$ cat src/dual_pi_led_current_regulator_top_defines.svh
// Assertion helpers used by the top-level RTL file.
`ifndef DUAL_PI_LED_CURRENT_REGULATOR_TOP_DEFINES_SVH
`define DUAL_PI_LED_CURRENT_REGULATOR_TOP_DEFINES_SVH

// Same-cycle implication, disabled during reset.
`define DPLCR_ASSERT_NOW(label, clk, rst, cond, prop) \
  label: assert property (@(posedge clk) disable iff (rst) (cond) |-> (prop)) \
    else $error("assertion failed");

// Next-cycle implication, disabled during reset.
`define DPLCR_ASSERT_NEXT(label, clk, rst, cond, prop) \
  label: assert property (@(posedge clk) disable iff (rst) (cond) |=> (prop)) \
    else $error("assertion failed");

`endif

$ cat src/dplcr_pkg.sv
package dplcr_pkg;

  localparam int CurrentWidth = 12;
  localparam int ErrWidth     = CurrentWidth + 1;
  localparam int DutyWidth    = 8;
  localparam int IntegShift   = 10;
  localparam int IntegWidth   = DutyWidth + IntegShift;
  localparam int SumWidth     = IntegWidth + 2;
  localparam int RawWidth     = SumWidth - DutyWidth;
  localparam int CfgIdxWidth  = 1;

  localparam logic [DutyWidth-1:0] MaxDutyReset   = 8'd254;
  localparam logic [DutyWidth-1:0] MinSumDutyReset = 8'd25;

  localparam logic [CfgIdxWidth-1:0] RegMaxDuty    = 1'b0;
  localparam logic [CfgIdxWidth-1:0] RegMinSumDuty = 1'b1;

  typedef enum logic {
    CMD_REGULATE = 1'b0,
    CMD_RESET    = 1'b1
  } command_t;

  typedef enum logic {
    CH_LEFT  = 1'b0,
    CH_RIGHT = 1'b1
  } channel_t;

  typedef enum logic [1:0] {
    STATUS_OK  = 2'd0,
    STATUS_MIN = 2'd1,
    STATUS_MAX = 2'd2
  } status_t;

  typedef struct packed {
    command_t                command;
    channel_t                channel;
    logic [CurrentWidth-1:0] target_current;
    logic [CurrentWidth-1:0] measured_current;
  } req_t;

  typedef struct packed {
    logic [DutyWidth-1:0] duty_left;
    logic [DutyWidth-1:0] duty_right;
    status_t              status;
  } rsp_t;

  typedef struct packed {
    logic [IntegWidth-1:0] integ;
    logic [DutyWidth-1:0]  duty;
    status_t               status;
  } pi_result_t;

endpackage

$ cat src/dplcr_pi.sv
module dplcr_pi import dplcr_pkg::*; (
  input  logic [IntegWidth-1:0]   integ,
  input  logic [DutyWidth-1:0]    other_duty,
  input  logic [CurrentWidth-1:0] target_current,
  input  logic [CurrentWidth-1:0] measured_current,
  input  logic [DutyWidth-1:0]    max_duty,
  input  logic [DutyWidth-1:0]    min_sum_duty,
  output pi_result_t              result
);

  logic signed [ErrWidth-1:0] err;
  logic signed [SumWidth-1:0] err_ext;
  logic signed [SumWidth-1:0] integ_sum;
  logic [IntegWidth-1:0]      limit;
  logic [IntegWidth-1:0]      integ_new;
  logic signed [SumWidth-1:0] pre_duty;
  logic signed [RawWidth-1:0] raw;
  logic signed [RawWidth-1:0] max_ext;
  logic signed [RawWidth-1:0] lower_ext;
  logic [DutyWidth-1:0]       lower;

  assign err = $signed({1'b0, target_current}) - $signed({1'b0, measured_current});
  assign err_ext = {{(SumWidth-ErrWidth){err[ErrWidth-1]}}, err};
  assign integ_sum = $signed({2'b00, integ}) + err_ext;
  assign limit = {max_duty, {IntegShift{1'b0}}};

  // Clamp integrator to 0 .. max_duty<<10.
  always_comb begin
    priority if (integ_sum[SumWidth-1]) begin
      integ_new = '0;
    end else if (integ_sum[SumWidth-2:0] > {1'b0, limit}) begin
      integ_new = limit;
    end else begin
      integ_new = integ_sum[IntegWidth-1:0];
    end
  end

  assign pre_duty = $signed({4'b0000, integ_new[IntegWidth-1:2]}) + err_ext;
  // Arithmetic shift by 8 rounds toward minus infinity.
  assign raw = pre_duty[SumWidth-1:DutyWidth];
  assign max_ext = $signed({{(RawWidth-DutyWidth){1'b0}}, max_duty});
  assign lower = (other_duty < min_sum_duty) ? (min_sum_duty - other_duty) : '0;
  assign lower_ext = $signed({{(RawWidth-DutyWidth){1'b0}}, lower});

  always_comb begin
    result.integ = integ_new;
    priority if (target_current == '0) begin
      result.integ  = '0;
      result.duty   = '0;
      result.status = STATUS_OK;
    end else if (raw > max_ext) begin
      result.duty   = max_duty;
      result.status = STATUS_MAX;
    end else if (raw < lower_ext) begin
      result.duty   = lower;
      result.status = STATUS_MIN;
    end else begin
      result.duty   = raw[DutyWidth-1:0];
      result.status = STATUS_OK;
    end
  end

endmodule

$ cat src/dual_pi_led_current_regulator_top.sv
// Two-channel PI current regulator for buck LED drivers.
// Request channel (req_valid/req_stall/req): one item either regulates one
// channel from a target and a measured current, or resets both channels.
// Response channel (rsp_valid/rsp_stall/rsp): one item per request, with both
// duties after the update and a status (ok, clamped at min, clamped at max).
// Config channel (cfg_valid/cfg_ready/cfg_index/cfg_data): index 0 sets the
// max duty, index 1 the least combined duty; always ready. Write it only
// while no request is in flight.
// Flow: a request is held in the input register, then passes through the
// PI update into the response register. Throughput: one item per cycle
// while the response is not stalled; the integrator and duty registers
// are written by the same edge that loads the response register, so the
// next item sees them without waiting.
// Reset (rst, synchronous): integrators and duties to zero, max duty 254,
// least combined duty 25, both pipeline stages empty.
// A valid response holds under rsp_stall; the input register holds behind
// it and req_stall rises only when that register is occupied.
module dual_pi_led_current_regulator_top import dplcr_pkg::*; (
  input  logic                   clk,
  input  logic                   rst,
  input  logic                   req_valid,
  output logic                   req_stall,
  input  req_t                   req,
  output logic                   rsp_valid,
  input  logic                   rsp_stall,
  output rsp_t                   rsp,
  input  logic                   cfg_valid,
  output logic                   cfg_ready,
  input  logic [CfgIdxWidth-1:0] cfg_index,
  input  logic [DutyWidth-1:0]   cfg_data
);

`include "dual_pi_led_current_regulator_top_defines.svh"

  logic                  stage_valid;
  req_t                  stage;
  logic                  advance;
  logic [DutyWidth-1:0]  max_duty;
  logic [DutyWidth-1:0]  min_sum_duty;
  logic [IntegWidth-1:0] integ_left;
  logic [IntegWidth-1:0] integ_right;
  logic [DutyWidth-1:0]  duty_left;
  logic [DutyWidth-1:0]  duty_right;
  logic [IntegWidth-1:0] integ_left_next;
  logic [IntegWidth-1:0] integ_right_next;
  logic [DutyWidth-1:0]  duty_left_next;
  logic [DutyWidth-1:0]  duty_right_next;
  status_t               status_next;
  logic [IntegWidth-1:0] sel_integ;
  logic [DutyWidth-1:0]  sel_other;
  pi_result_t            pi_res;

  assign cfg_ready = 1'b1;
  assign advance   = stage_valid && (!rsp_valid || !rsp_stall);
  assign req_stall = stage_valid && !advance;

  always_ff @(posedge clk) begin
    if (rst) begin
      max_duty     <= MaxDutyReset;
      min_sum_duty <= MinSumDutyReset;
    end else if (cfg_valid && cfg_ready) begin
      unique case (cfg_index)
        RegMaxDuty:    max_duty     <= cfg_data;
        RegMinSumDuty: min_sum_duty <= cfg_data;
        default: ;
      endcase
    end
  end

  always_ff @(posedge clk) begin
    if (rst) begin
      stage_valid <= 1'b0;
    end else if (!req_stall) begin
      stage_valid <= req_valid;
    end
  end

  always_ff @(posedge clk) begin
    if (!req_stall && req_valid) begin
      stage <= req;
    end
  end

  assign sel_integ = (stage.channel == CH_LEFT) ? integ_left : integ_right;
  assign sel_other = (stage.channel == CH_LEFT) ? duty_right : duty_left;

  dplcr_pi u_pi (
    .integ            (sel_integ),
    .other_duty       (sel_other),
    .target_current   (stage.target_current),
    .measured_current (stage.measured_current),
    .max_duty         (max_duty),
    .min_sum_duty     (min_sum_duty),
    .result           (pi_res)
  );

  always_comb begin
    integ_left_next  = integ_left;
    integ_right_next = integ_right;
    duty_left_next   = duty_left;
    duty_right_next  = duty_right;
    status_next      = STATUS_OK;
    unique case (stage.command)
      CMD_RESET: begin
        integ_left_next  = '0;
        integ_right_next = '0;
        duty_left_next   = '0;
        duty_right_next  = '0;
      end
      CMD_REGULATE: begin
        status_next = pi_res.status;
        unique case (stage.channel)
          CH_LEFT: begin
            integ_left_next = pi_res.integ;
            duty_left_next  = pi_res.duty;
          end
          CH_RIGHT: begin
            integ_right_next = pi_res.integ;
            duty_right_next  = pi_res.duty;
          end
          default: ;
        endcase
      end
      default: ;
    endcase
  end

  always_ff @(posedge clk) begin
    if (rst) begin
      integ_left  <= '0;
      integ_right <= '0;
      duty_left   <= '0;
      duty_right  <= '0;
    end else if (advance) begin
      integ_left  <= integ_left_next;
      integ_right <= integ_right_next;
      duty_left   <= duty_left_next;
      duty_right  <= duty_right_next;
    end
  end

  always_ff @(posedge clk) begin
    if (rst) begin
      rsp_valid <= 1'b0;
    end else if (advance) begin
      rsp_valid <= 1'b1;
    end else if (!rsp_stall) begin
      rsp_valid <= 1'b0;
    end
  end

  always_ff @(posedge clk) begin
    if (advance) begin
      rsp.duty_left  <= duty_left_next;
      rsp.duty_right <= duty_right_next;
      rsp.status     <= status_next;
    end
  end

  `DPLCR_ASSERT_NOW(a_empty_never_stalls, clk, rst, !stage_valid, !req_stall)
  `DPLCR_ASSERT_NEXT(a_reset_clears, clk, rst, advance && stage.command == CMD_RESET,
    integ_left == '0 && integ_right == '0 && duty_left == '0 && duty_right == '0)
  `DPLCR_ASSERT_NEXT(a_left_integ_limit, clk, rst,
    advance && stage.command == CMD_REGULATE && stage.channel == CH_LEFT,
    integ_left <= (IntegWidth'(max_duty) << IntegShift))
  `DPLCR_ASSERT_NEXT(a_off_is_ok, clk, rst,
    advance && stage.command == CMD_REGULATE && stage.target_current == '0,
    rsp_valid && rsp.status == STATUS_OK)

endmodule

$ cat config.mk
export PLATFORM = sky130hd
export DESIGN_NAME = dual_pi_led_current_regulator_top
export DESIGN_NICKNAME = d
export VERILOG_FILES = /design/src/dplcr_pkg.sv /design/src/dplcr_pi.sv /design/src/dual_pi_led_current_regulator_top.sv
export VERILOG_INCLUDE_DIRS = /design/src /design/src/src
export SDC_FILE = /design/constraint.sdc
export NUM_CORES = 1
export LEC_CHECK = 0
export BUFFER_PORTS_ARGS = -buffer_cell sky130_fd_sc_hd__buf_2
export CORE_ASPECT_RATIO = 2
export CORE_UTILIZATION = 40
export CTS_BUF_LIST = sky130_fd_sc_hd__clkbuf_8
export DETAILED_ROUTE_END_ITERATION = 12
export SLEW_MARGIN = 20
export SYNTH_ARGS = -nofsm -noshare
export SYNTH_HDL_FRONTEND = slang
export SYNTH_SLANG_ARGS = --single-unit
$ cat constraint.sdc
create_clock -name clk -period 13.9 [get_ports clk]
set_clock_uncertainty 0.1 [all_clocks]
set_input_delay 2.78 -clock clk [delete_from_list [all_inputs] [get_ports clk]]
set_output_delay 2.78 -clock clk [all_outputs]
set_load 0.02 [all_outputs]
=== Yosys cells after proc, flatten, opt, wreduce, memory -nomap -nowiden ===
Index checks and enable logic that the tools add are counted.

* Logic and storage cells: 63
* Input bits: 40
* Bits in registers: 114
* Output and inout bits: 21

* Equal/unequal tests: 3
* Order comparisons: 4
* Bitwise operators: 2
* Add/sub/neg operators: 4
* Multiplexer cells: 19
* Reductions and logical operators: 15

{| class="wikitable"
|+ Operators by type and width
! cell !! number
|-
| $mux W18 || 6
|-
| $pmux W18 S2 || 2
|-
| $mux W8 || 4
|-
| $pmux W8 S2 || 2
|-
| $mux W10 || 3
|-
| $add A19 B13 Y20 || 1
|-
| $gt A19 B18 Y1 || 1
|-
| $add A17 B13 Y18 || 1
|-
| $sub A12 B12 Y13 || 1
|-
| $gt A12 B9 Y1 || 1
|-
| $logic_not A12 Y1 || 1
|-
| $lt A12 B9 Y1 || 1
|-
| $lt A8 B8 Y1 || 1
|-
| $reduce_and A2 Y1 || 4
|-
| $sub A8 B8 Y8 || 1
|-
| $logic_not A1 Y1 || 4
|-
| $ne A2 B2 Y1 const B || 2
|-
| $logic_and A1 B1 Y1 || 3
|-
| $reduce_or A3 Y1 || 1
|-
| $mux W1 || 2
|-
| $ne A2 B1 Y1 const B || 1
|-
| $not A1 Y1 || 2
|-
| $reduce_or A2 Y1 || 1
|-
| $logic_or A1 B1 Y1 || 1
|}

=== Depth between registers and ports, before layout ===
Gate-level depths: netlist of the first run.

* Word-level depth: 12
* Depth in mapped cells: 52
* Gate-level depth less buffers: 51

=== Cells and area by module ===
From an unflattened synthesis of the first run, not the netlist that was laid out.

* Cell total of the unflattened synthesis: 879
* Area total of the unflattened synthesis: 8156.6 um^2

{| class="wikitable"
|+ By module, submodules not included
! module !! instances !! seq. area each (um^2) !! area an instance (um^2) !! cells each
|-
| dual_pi_led_current_regulator_top || 1 || 2722.6 || 4629.4 || 390
|-
| dplcr_pi || 1 || 0.0 || 3527.1 || 489
|}

=== Worst setup path before layout of the first run ===
OpenSTA, ideal clock, no wires.

* Path kind: register to register
* From: register stage[1] (netlist bit)
* To: register rsp[11] (netlist bit) (data pin)
* Setup slack: 4.395 ns
* Required time: 13.544 ns
* Cell stages (with the launch flop): 52
* Clock period less this slack: 9.505 ns
* Buffers on the path: 1
* Data arrival time: 9.149 ns
* Setup time: 0.256 ns
* Path through: edfxtp_1 -> inv_1 -> ha_1 -> nor2b_1 -> o21ai_0 -> nand2b_1 -> a21o_1 -> a21o_1 -> a21o_1 -> a21o_1 -> a21o_1 -> a21oi_1 -> o21bai_1 -> a21oi_1 -> xnor2_1 -> ha_1 -> a21oi_1 -> o21a_1 -> [16 not listed] -> a311oi_2 -> nor2_1 -> a31o_2 -> xnor2_1 -> inv_1 -> ha_1 -> a21o_1 -> a21o_1 -> a21oi_1 -> nand2_1 -> or4_1 -> a21oi_1 -> a31oi_1 -> and2_1 -> or3b_1 -> buf_4 -> o221ai_2 -> a22o_1

* Cells in the longest elaborated chain, start to end: 12
* Elaborated cells on any way between the ends: 13
* Those cells by class: add/sub (3); order compare (3); mux (7)

{| class="wikitable"
|+ RTL lines
! what !! RTL line !! text
|-
| start: declaration || dual_pi_led_current_regulator_top.sv:36 || <nowiki>req_t stage;</nowiki>
|-
| start signal: assignment || dual_pi_led_current_regulator_top.sv:80 || <nowiki>stage <= req;</nowiki>
|-
| $sub A12 B12 Y13 (*) || dplcr_pi.sv:22 || <nowiki>assign err = $signed({1'b0, target_current}) - $signed({1'b0, measured_current});</nowiki>
|-
| $add A19 B13 Y20 || dplcr_pi.sv:24 || <nowiki>assign integ_sum = $signed({2'b00, integ}) + err_ext;</nowiki>
|-
| $gt A19 B18 Y1 || dplcr_pi.sv:31 || <nowiki>end else if (integ_sum[SumWidth-2:0] > {1'b0, limit}) begin</nowiki>
|-
| $mux W18 || dplcr_pi.sv:31 ||
|-
| $mux W18 || dplcr_pi.sv:29 || <nowiki>priority if (integ_sum[SumWidth-1]) begin</nowiki>
|-
| $add A17 B13 Y18 (*) || dplcr_pi.sv:38 || <nowiki>assign pre_duty = $signed({4'b0000, integ_new[IntegWidth-1:2]}) + err_ext;</nowiki>
|-
| $lt A12 B9 Y1 || dplcr_pi.sv:54 || <nowiki>end else if (raw < lower_ext) begin</nowiki>
|-
| $mux W10 || dplcr_pi.sv:54 ||
|-
| $mux W10 (*) || dplcr_pi.sv:51 || <nowiki>end else if (raw > max_ext) begin</nowiki>
|-
| $mux W10 (*) || dplcr_pi.sv:47 || <nowiki>priority if (target_current == '0) begin</nowiki>
|-
| $mux W8 (*) || dual_pi_led_current_regulator_top.sv:112 || <nowiki>unique case (stage.channel)</nowiki>
|-
| $pmux W8 S2 (*) || dual_pi_led_current_regulator_top.sv:103 || <nowiki>unique case (stage.command)</nowiki>
|-
| via duty_left_next[1] || dual_pi_led_current_regulator_top.sv:46 || <nowiki>logic [DutyWidth-1:0] duty_left_next;</nowiki>
|-
| end: declaration || dual_pi_led_current_regulator_top.sv:26 || <nowiki>output rsp_t rsp,</nowiki>
|}

Mark *: on every way through the listed nets, which the timed path passes. The rest lies on a longest branch.
A chain may end at the register's enable or synchronous reset.

=== Final worst setup path of the first run ===
* From: register stage[1] (netlist bit)
* To: register rsp[12] (netlist bit) (data pin)

Same word-level chain as after synthesis.

==> metrics.cfg, run 1 <==
[outcome]
status = finished clean

[finish]
drive_above_1_share_pct = 14.4
final_cell_mix = nand2_1, a21oi_1, ha_1, nor2_1, dfxtp_1
fin_nets = 1046
diodes = 0
stdcell_area_sq_um = 8660
layout_commonest_cell = nand2_1
area_delta_synth_final_pct = 11.9

[clock_tree]
clk_path_buf_depth = 2
path_clk_slew_ps = 70
holdBufCountCts = 0
ctsResizeCount = 0
clock-root-buffer = clkbuf_8
postCtsSetupBuffers = 0
cts_tree = done
cts-buffers-inserted = 17
htreeDepth = 4
clkLatencyLatePin_ps = 450
cts_sinks = 114

[die]
die_area_sq_um = 19900
pin_count = 61
row_count = 71
core_area_sq_um = 18900
die_w_microns = 100
die_h_microns = 199
initial_core_util_pct = 40.9

[global_routing]
antenna_found_initial = 0
grt_use_total_pct = 23.7
grt.overflow.total = 0
grt_pass1_wl_microns = 34500
grt_pass1_vias = 6680
grt_max_degree = 58

[routing]
finalWirelength_microns = 22900
wl_per_cell_microns = 19.2
drtPass1Iterations = 5
dr_total_vias = 6649
drc = 0
ant_nets = 0
vias_per_cell = 5.57
first_iter_violations = 309

[synth]
synth_seq_cells = 114
synth_area_leaders = dfxtp_1, edfxtp_1, ha_1
synth_nets = 998
yosys.area.top_type = dfxtp_1
synth_edf_count = 44
synthArstFlopShare_pct = 0
syn_avg_cell_area_sq_um = 8.83
synth_top_area_share_pct = 18.1
synthFlopType = dfxtp_1
syn_area_sq_um = 7740
yosysUniqueCellTypes = 65
synth_cells = 877
ys_warn_count = 0
synth-seq-area-share_pct = 35.2

[sta]
setup_ws_ps = 2560
worstMarginPinSlew_ps = 1090
maxSlewViolCount = 0
finalCriticalPeriod_ps = 11340
hold_viol = 0
finalCritPeriodShare_pct = 81.6
fmax_ghz = 0.0882
setup_viol = 0
rsz0062_at_grt = no
tns_ps = 0
maxSlewHeadroom_pct = 27.3

[critical_path]
crit_top_cell = a21o_1
crit-reg2reg-capture = rsp[12]
r2r_cells = 49
required_ps = 14010
critPathMaxFanout = 17
setup.worst_path.start_class = flop
cp.arrival_ps = 11450
r2r-start = stage[1]
cp-end-kind = flop
cp_slowest_stage_delay_ps = 480
cpMaxStageDelayCell = a22oi_4
criticalPathCategory = flop to flop
ff2ff_setup_slack_ps = 2560

[pwr]
power_density_nw_per_um2 = 142
power_frac_seq_pct = 30.8
ir_drop_mv = 0.103
p_switching_uw = 491
switching_share_pct = 39.9
clkPwrFrac_pct = 26.4
combPwrFrac_pct = 42.8
p_int_uw = 739
leakagePower_uw = 0.00377
power.total_uw = 1230

[placed_design]
io_buffers = 59
place_congestion = 0.976
dp_hpwl_microns = 18400
dp_worst_setup_slack_ps = 2690
placed_area_sq_um = 8250

[worst_hold_path]
min_delay_path_depth = 2
min_from = integ_left[7]
hold-path-endpoint = integ_left[7]
min_path_type = flop to flop

[run]
max_cap_viol_count = 0

stage by stage:
step                      utilization, %  instances  hold slack (ps)
after floorplan                        -        877              333
after global placement              43.6       1161              339
after detailed placement            43.6       1161              343
after CTS                           45.7       1193              355
after global routing                45.8       1193              374
final                               45.8       1193              353
layout make-up:
cell class	count	area, sq um
Multi-Input combinational cell	678	4700
Inverter	50	188
Timing Repair Buffer	64	333
Sequential cell	114	2720
Tap cell	255	319
Clock inverter	15	166
Clock buffer	17	234
Fill cell	1891	10300
power groups by stage:
stage          clock network, uW  registers, uW  logic [uW]
6_report                     325            378         527
5_1_grt                      342            380         574
4_1_cts                      332            378         520
3_5_place_dp                   0            386         517
3_3_place_gp                   0            386         515
2_1_floorplan                  0            390         383
cell families after synthesis:
family / count (synthesis) / share of synthesized area [%]
and+or+nand+nor: 285 / 16.9
AOI/OAI and AO/OA: 246 / 22.1
DFF: 114 / 35.2
buffers and inverters: 85 / 4.27
adders and majority gates: 81 / 13.4
xor gates and xnor gates: 37 / 4.19
muxes: 28 / 3.94
other: 1 / 0.0484
routing by layer:
layer	vias to the layer above	track usage, %	wire (microns)
met3	94	3.37	626
met2	203	45.8	12500
li1	3262	-	-
met1	3090	18.5	7170
met5	-	0	0
met4	0	25.5	2670
worst max path at each step:
| stage | startpoint | slack (ps) | cells past startpoint | end |
|---|---|---|---|---|
| finish | stage[1] | 2560 | 49 | rsp[12] |
| global route | stage[0] | 1880 | 44 | rsp[4] |
| CTS | stage[1] | 2640 | 48 | rsp[9] |
| detailed placement | stage[1] | 2690 | 48 | rsp[9] |
| global placement | stage[1] | 2930 | 47 | rsp[9] |
| floorplan | stage[1] | 4390 | 51 | rsp[11] |
state kept, by name, summed over array words and instances, names as in the netlist:
signal	cells
stage	26
integ_left	18
integ_right	18
rsp	18
duty_left	8
duty_right	8
max_duty	8
min_sum_duty	8
rsp_valid	1
stage_valid	1
critical path, delay by kind of cell (launching register included):
family | cells | cell delay [ps]
AOI/OAI and AO/OA | 23 | 4800
xor gates and xnor gates | 3 | 710
adders and majority gates | 5 | 1510
buffers and inverters | 3 | 340
DFF | 1 | 440
and+or+nand+nor | 15 | 3190
cells in the mapped netlist, types with 7 or more instances:
master,instances
buf_1,11
mux2_2,20
o21ai_0,14
edfxtp_1,44
xor2_1,12
and2_1,8
nand2_1,107
inv_1,50
a21oi_1,92
nor3_1,22
nand2b_1,13
mux2i_1,8
o21ai_1,15
nor2b_1,8
nand3_1,22
clkbuf_1,19
a211o_1,9
nor2_1,72
ha_1,78
xnor2_1,25
o21a_1,12
a22o_1,24
dfxtp_1,70
o221ai_2,7
a21o_1,31
(Power assumes the default switching activity.)
==> run 2: changes to the inputs <==
==> constraint.sdc (replaced) <==
create_clock -name clk -period 11.2 [get_ports clk]
set_clock_uncertainty 0.1 [all_clocks]
set_input_delay 2.24 -clock clk [delete_from_list [all_inputs] [get_ports clk]]
set_output_delay 2.24 -clock clk [all_outputs]
set_load 0.02 [all_outputs]
==> run 2 against run 1 <==
Against the previous run:
- sequential power is 24% higher
- first-iteration DRC count down 21%
- non-clock buffer count up 12
- worst setup slack got worse by 1900 ps
- global-route usage is 0.66 points higher
- register-to-register slack lost 1900 ps
- die area unchanged
- total power up 25%
==> metrics.cfg, run 2 (synthesis gave the netlist of run 1 again) <==
[critical_path]
crit_top_cell = a21o_1
r2r-start = stage[1]
cp.arrival_ps = 10650
crit_start = stage[1]
cp-end-kind = flop
r2r_cells = 49
crit_path_end = rsp[12]
ff2ff_setup_slack_ps = 660
critPathMaxFanout = 7
crit-reg2reg-capture = rsp[12]
required_ps = 11310
criticalPathCategory = flop to flop
cp_slowest_stage_delay_ps = 420
setup.worst_path.start_class = flop
cpMaxStageDelayCell = edfxtp_1

[routing]
drtPass1Iterations = 5
finalWirelength_microns = 23300
vias_per_cell = 5.52
drc = 0
dr_total_vias = 6657
ant_nets = 0
wl_per_cell_microns = 19.3
first_iter_violations = 243

[sta]
finalCritPeriodShare_pct = 94.1
maxSlewViolCount = 0
maxSlewHeadroom_pct = 24.7
setup_viol = 0
fmax_ghz = 0.0949
worstMarginPinSlew_ps = 1130
tns_ps = 0
hold_viol = 0
rsz0062_at_grt = no
finalCriticalPeriod_ps = 10540

[finish]
finalNonFillerCells = 1205
stdcell_area_sq_um = 8770
top_register = stage
seqCellArea_sq_um = 2720
area_delta_synth_final_pct = 13.3
final_cell_mix = nand2_1, a21oi_1, ha_1, nor2_1, dfxtp_1
fill_cells = 1907
drive_above_1_share_pct = 16.1
multi_input_area_sq_um = 4740
diodes = 0
layout_commonest_cell = nand2_1
fin_nets = 1058
largest_reg_flops = 26

[die]
core_area_sq_um = 18900
die_area_sq_um = 19900
initial_core_util_pct = 40.9
die_w_microns = 100
pin_count = 61
die_h_microns = 199
row_count = 71

[run]
max_cap_viol_count = 0

[clock_tree]
clock-root-buffer = clkbuf_8
cts_sinks = 114
clk_path_buf_depth = 2
cts_tree = done
cts-buffers-inserted = 17
htreeDepth = 4
clkLatencyLatePin_ps = 460
path_clk_slew_ps = 70

[placed_design]
dp_hpwl_microns = 18700
place_congestion = 0.965
placed_area_sq_um = 8320
dpl.cell_count = 1170
io_buffers = 59

[pwr]
clkPwrFrac_pct = 25.1
power_density_nw_per_um2 = 175
switching_share_pct = 40.2
combPwrFrac_pct = 44.2
power_frac_seq_pct = 30.6
p_switching_uw = 618
p_int_uw = 918
ir_drop_mv = 0.121
leakagePower_uw = 0.00384

[worst_hold_path]
min_path_type = flop to flop
min_from = integ_right[15]

[global_routing]
grt_pass1_vias = 6757
grt.overflow.total = 0
grt_use_total_pct = 24.4
grt_pass1_wl_microns = 35400
grt_max_degree = 58
antenna_found_initial = 0

[outcome]
status = finished clean

[run 2: how the worst min path moves through the flow]
stage	to	depth (start not counted)	slack [ps]
after floorplan	integ_right[0]	2	330
after global placement	integ_right[16]	2	340
after detailed placement	integ_right[12]	2	350
after CTS	integ_right[14]	2	360
after global routing	integ_left[17]	2	370
final	integ_right[15]	2	360
[run 2: routing by layer]
layer  up-vias  GRT usage (%)  part of all wire (%)
met5         -              0                     0
met4         0           27.3                    12
met3        96           3.83                   2.7
met2       171           46.9                    54
met1      3105           18.5                    31
li1       3285              -                     -
[run 2: metrics by stage]
step           utilization [%]  hold WS, ps  power [uW]  setup WS, ps
5_1_grt                   46.4          371        1630          31.3
4_1_cts                   46.0          356        1530           417
3_5_place_dp              44.0          347        1140           464
2_1_floorplan                -          333         959          1690
3_3_place_gp              44.0          338        1140           687
6_report                  46.4          356        1540           665
[run 2: cell type report]
cell class | count | area share [%]
inverter | 50 | 2.14
clock buffer | 17 | 2.67
tap | 255 | 3.64
multi-input combinational | 678 | 54.1
clock inverter | 15 | 1.63
sequential | 114 | 31.0
timing repair buffer | 76 | 4.82
[run 2: power by group through the flow]
stage	clock (uW)	combinational (uW)	sequential, uW
3_5_place_dp	0	660	480
4_1_cts	391	665	471
5_1_grt	406	750	473
3_3_place_gp	0	659	480
2_1_floorplan	0	475	484
6_report	386	679	470
[run 2: timing repair]
item                       4_1_cts  5_1_grt
hold endpoints to repair         0        0
setup endpoints to repair        0       31
gates resized for setup          0        8
buffers inserted                 0        3
hold buffers                     0        0
[run 2: worst max-delay path, delay by kind of cell (launching register included)]
kind | cells | cell delay [ps]
compound gates | 24 | 4460
buf+inv | 2 | 200
flops | 1 | 420
fa+ha+maj | 5 | 1420
simple gates | 14 | 2600
mux | 1 | 370
xor+xnor | 3 | 680
==> run 3: changes to the inputs <==
--- a/config.mk
+++ b/config.mk
@@ -6,11 +6,13 @@
 export SDC_FILE = /design/constraint.sdc
 export NUM_CORES = 1
 export LEC_CHECK = 0
+export ABC_CLOCK_PERIOD_IN_PS = 11200
 export BUFFER_PORTS_ARGS = -buffer_cell sky130_fd_sc_hd__buf_2
 export CORE_ASPECT_RATIO = 2
 export CORE_UTILIZATION = 40
 export CTS_BUF_LIST = sky130_fd_sc_hd__clkbuf_8
 export DETAILED_ROUTE_END_ITERATION = 12
+export REMOVE_ABC_BUFFERS = 1
 export SLEW_MARGIN = 20
 export SYNTH_ARGS = -nofsm -noshare
 export SYNTH_HDL_FRONTEND = slang
==> run 3 against run 2 <==
Against the previous run:
- die area unchanged
- sequential power about the same
- first-iteration DRC count down 21%
- cell area down 0.27%
- global-route usage down 0.71 points
==> metrics.cfg, run 3 (synthesis gave the netlist of run 1 again) <==
[sta]
setup_viol = 0
hold_viol = 0
rsz0062_at_grt = no
finalCriticalPeriod_ps = 10650
maxSlewHeadroom_pct = 32.5
worstMarginPinSlew_ps = 1010
setup_ws_ps = 553
fmax_ghz = 0.0939
fin_hold_ws_ps = 355
tns_ps = 0
finalCritPeriodShare_pct = 95.1
maxSlewViolCount = 0

[critical_path]
criticalPathCategory = flop to flop
cp.arrival_ps = 10760
ff2ff_setup_slack_ps = 550
cp_slowest_stage_delay_ps = 560
critPathMaxFanout = 10
cpMaxStageDelayCell = nor4_1
cp-end-kind = flop
setup.worst_path.start_class = flop
required_ps = 11310

[finish]
drive_above_1_share_pct = 15.7
final_cell_mix = nand2_1, a21oi_1, ha_1, nor2_1, dfxtp_1
area_delta_synth_final_pct = 13.0
fin_util_pct = 46.2
largest_reg_flops = 26
top_register = stage
layout_commonest_cell = nand2_1
diodes = 0
fin_nets = 1052

[global_routing]
grt_pass1_vias = 6692
grt.overflow.total = 0
grt_use_total_pct = 23.7
antenna_found_initial = 0
grt_pass1_wl_microns = 34600
grt_max_degree = 58

[clock_tree]
cts-buffers-inserted = 17
path_clk_slew_ps = 70
htreeDepth = 4
clkLatencyLatePin_ps = 460
cts_sinks = 114
clk_path_buf_depth = 2
cts_tree = done
clock-root-buffer = clkbuf_8

[pwr]
power_density_nw_per_um2 = 177
power.total_uw = 1550
ir_drop_mv = 0.0859
leakagePower_uw = 0.00383

[outcome]
status = finished clean

[die]
die_area_sq_um = 19900
initial_core_util_pct = 40.9
pin_count = 61
die_w_microns = 100
core_area_sq_um = 18900
row_count = 71
die_h_microns = 199

[routing]
ant_nets = 0
met2WireLength_microns = 12300
wl_per_cell_microns = 18.7
vias_per_cell = 5.53
drtPass1Iterations = 4
drc = 0
finalWirelength_microns = 22400
wl_met3_microns = 593
drt-met1-wl_microns = 7060
routed.top_layer = met4
first_iter_violations = 191
dr_total_vias = 6626

[placed_design]
io_buffers = 59
place_congestion = 0.984
dp_hpwl_microns = 17900
dp_worst_setup_slack_ps = 442

[run]
max_cap_viol_count = 0

[worst_hold_path]
min_path_type = flop to flop

==> run 3: path summary, 6_finish.rpt <==
kind	from	endpoint	cells after the start
max reg2reg	stage[1]	rsp[7]	49
max	stage[1]	rsp[7]	49
min reg2reg	integ_right[13]	integ_right[13]	2
min	integ_right[13]	integ_right[13]	2
==> run 3: per-stage QoR <==
| step | cell area, sq um | std cells |
|---|---|---|
| final | 8750 | 1199 |
| after global routing | 8750 | 1199 |
| after CTS | 8690 | 1198 |
| after detailed placement | 8290 | 1166 |
| after global placement | 8290 | 1166 |
| after floorplan | 7600 | 842 |
==> run 3: timing repair <==
item | CTS | global route
endpoints found under the setup margin | 0 | 32
resized for setup | 0 | 7
buffers inserted | 0 | 1
hold buffers | 0 | 0
==> run 3: area by class of cell <==
class / count / area, sq um
Fill cell: 1867 / 10200
Multi-Input combinational cell: 678 / 4740
Sequential cell: 114 / 2720
Timing Repair Buffer: 70 / 378
Tap cell: 255 / 319
Clock buffer: 21 / 289
Inverter: 50 / 188
Clock inverter: 11 / 110
==> run 3: where the power goes <==
part,switching [uW],total (uW),leakage [uW],internal (uW)
Sequential,11.5,469,0.000989,458
Clock,174,392,0.000209,218
Combinational,428,687,0.00263,259
==> run 3: metal layers <==
layer / global-route usage, % / vias to the layer above
met2: 45.0 / 162
met4: 25.1 / 0
met5: 0 / -
met3: 4.08 / 101
li1: - / 3273
met1: 18.8 / 3090
==> run 3: critical path: cells and delay by family (launching register included) <==
family,cells,cell delay [ps]
compound gates,20,3660
simple gates,16,3550
fa+ha+maj,5,1160
buf+inv,5,820
xor+xnor,3,670
flops,1,430
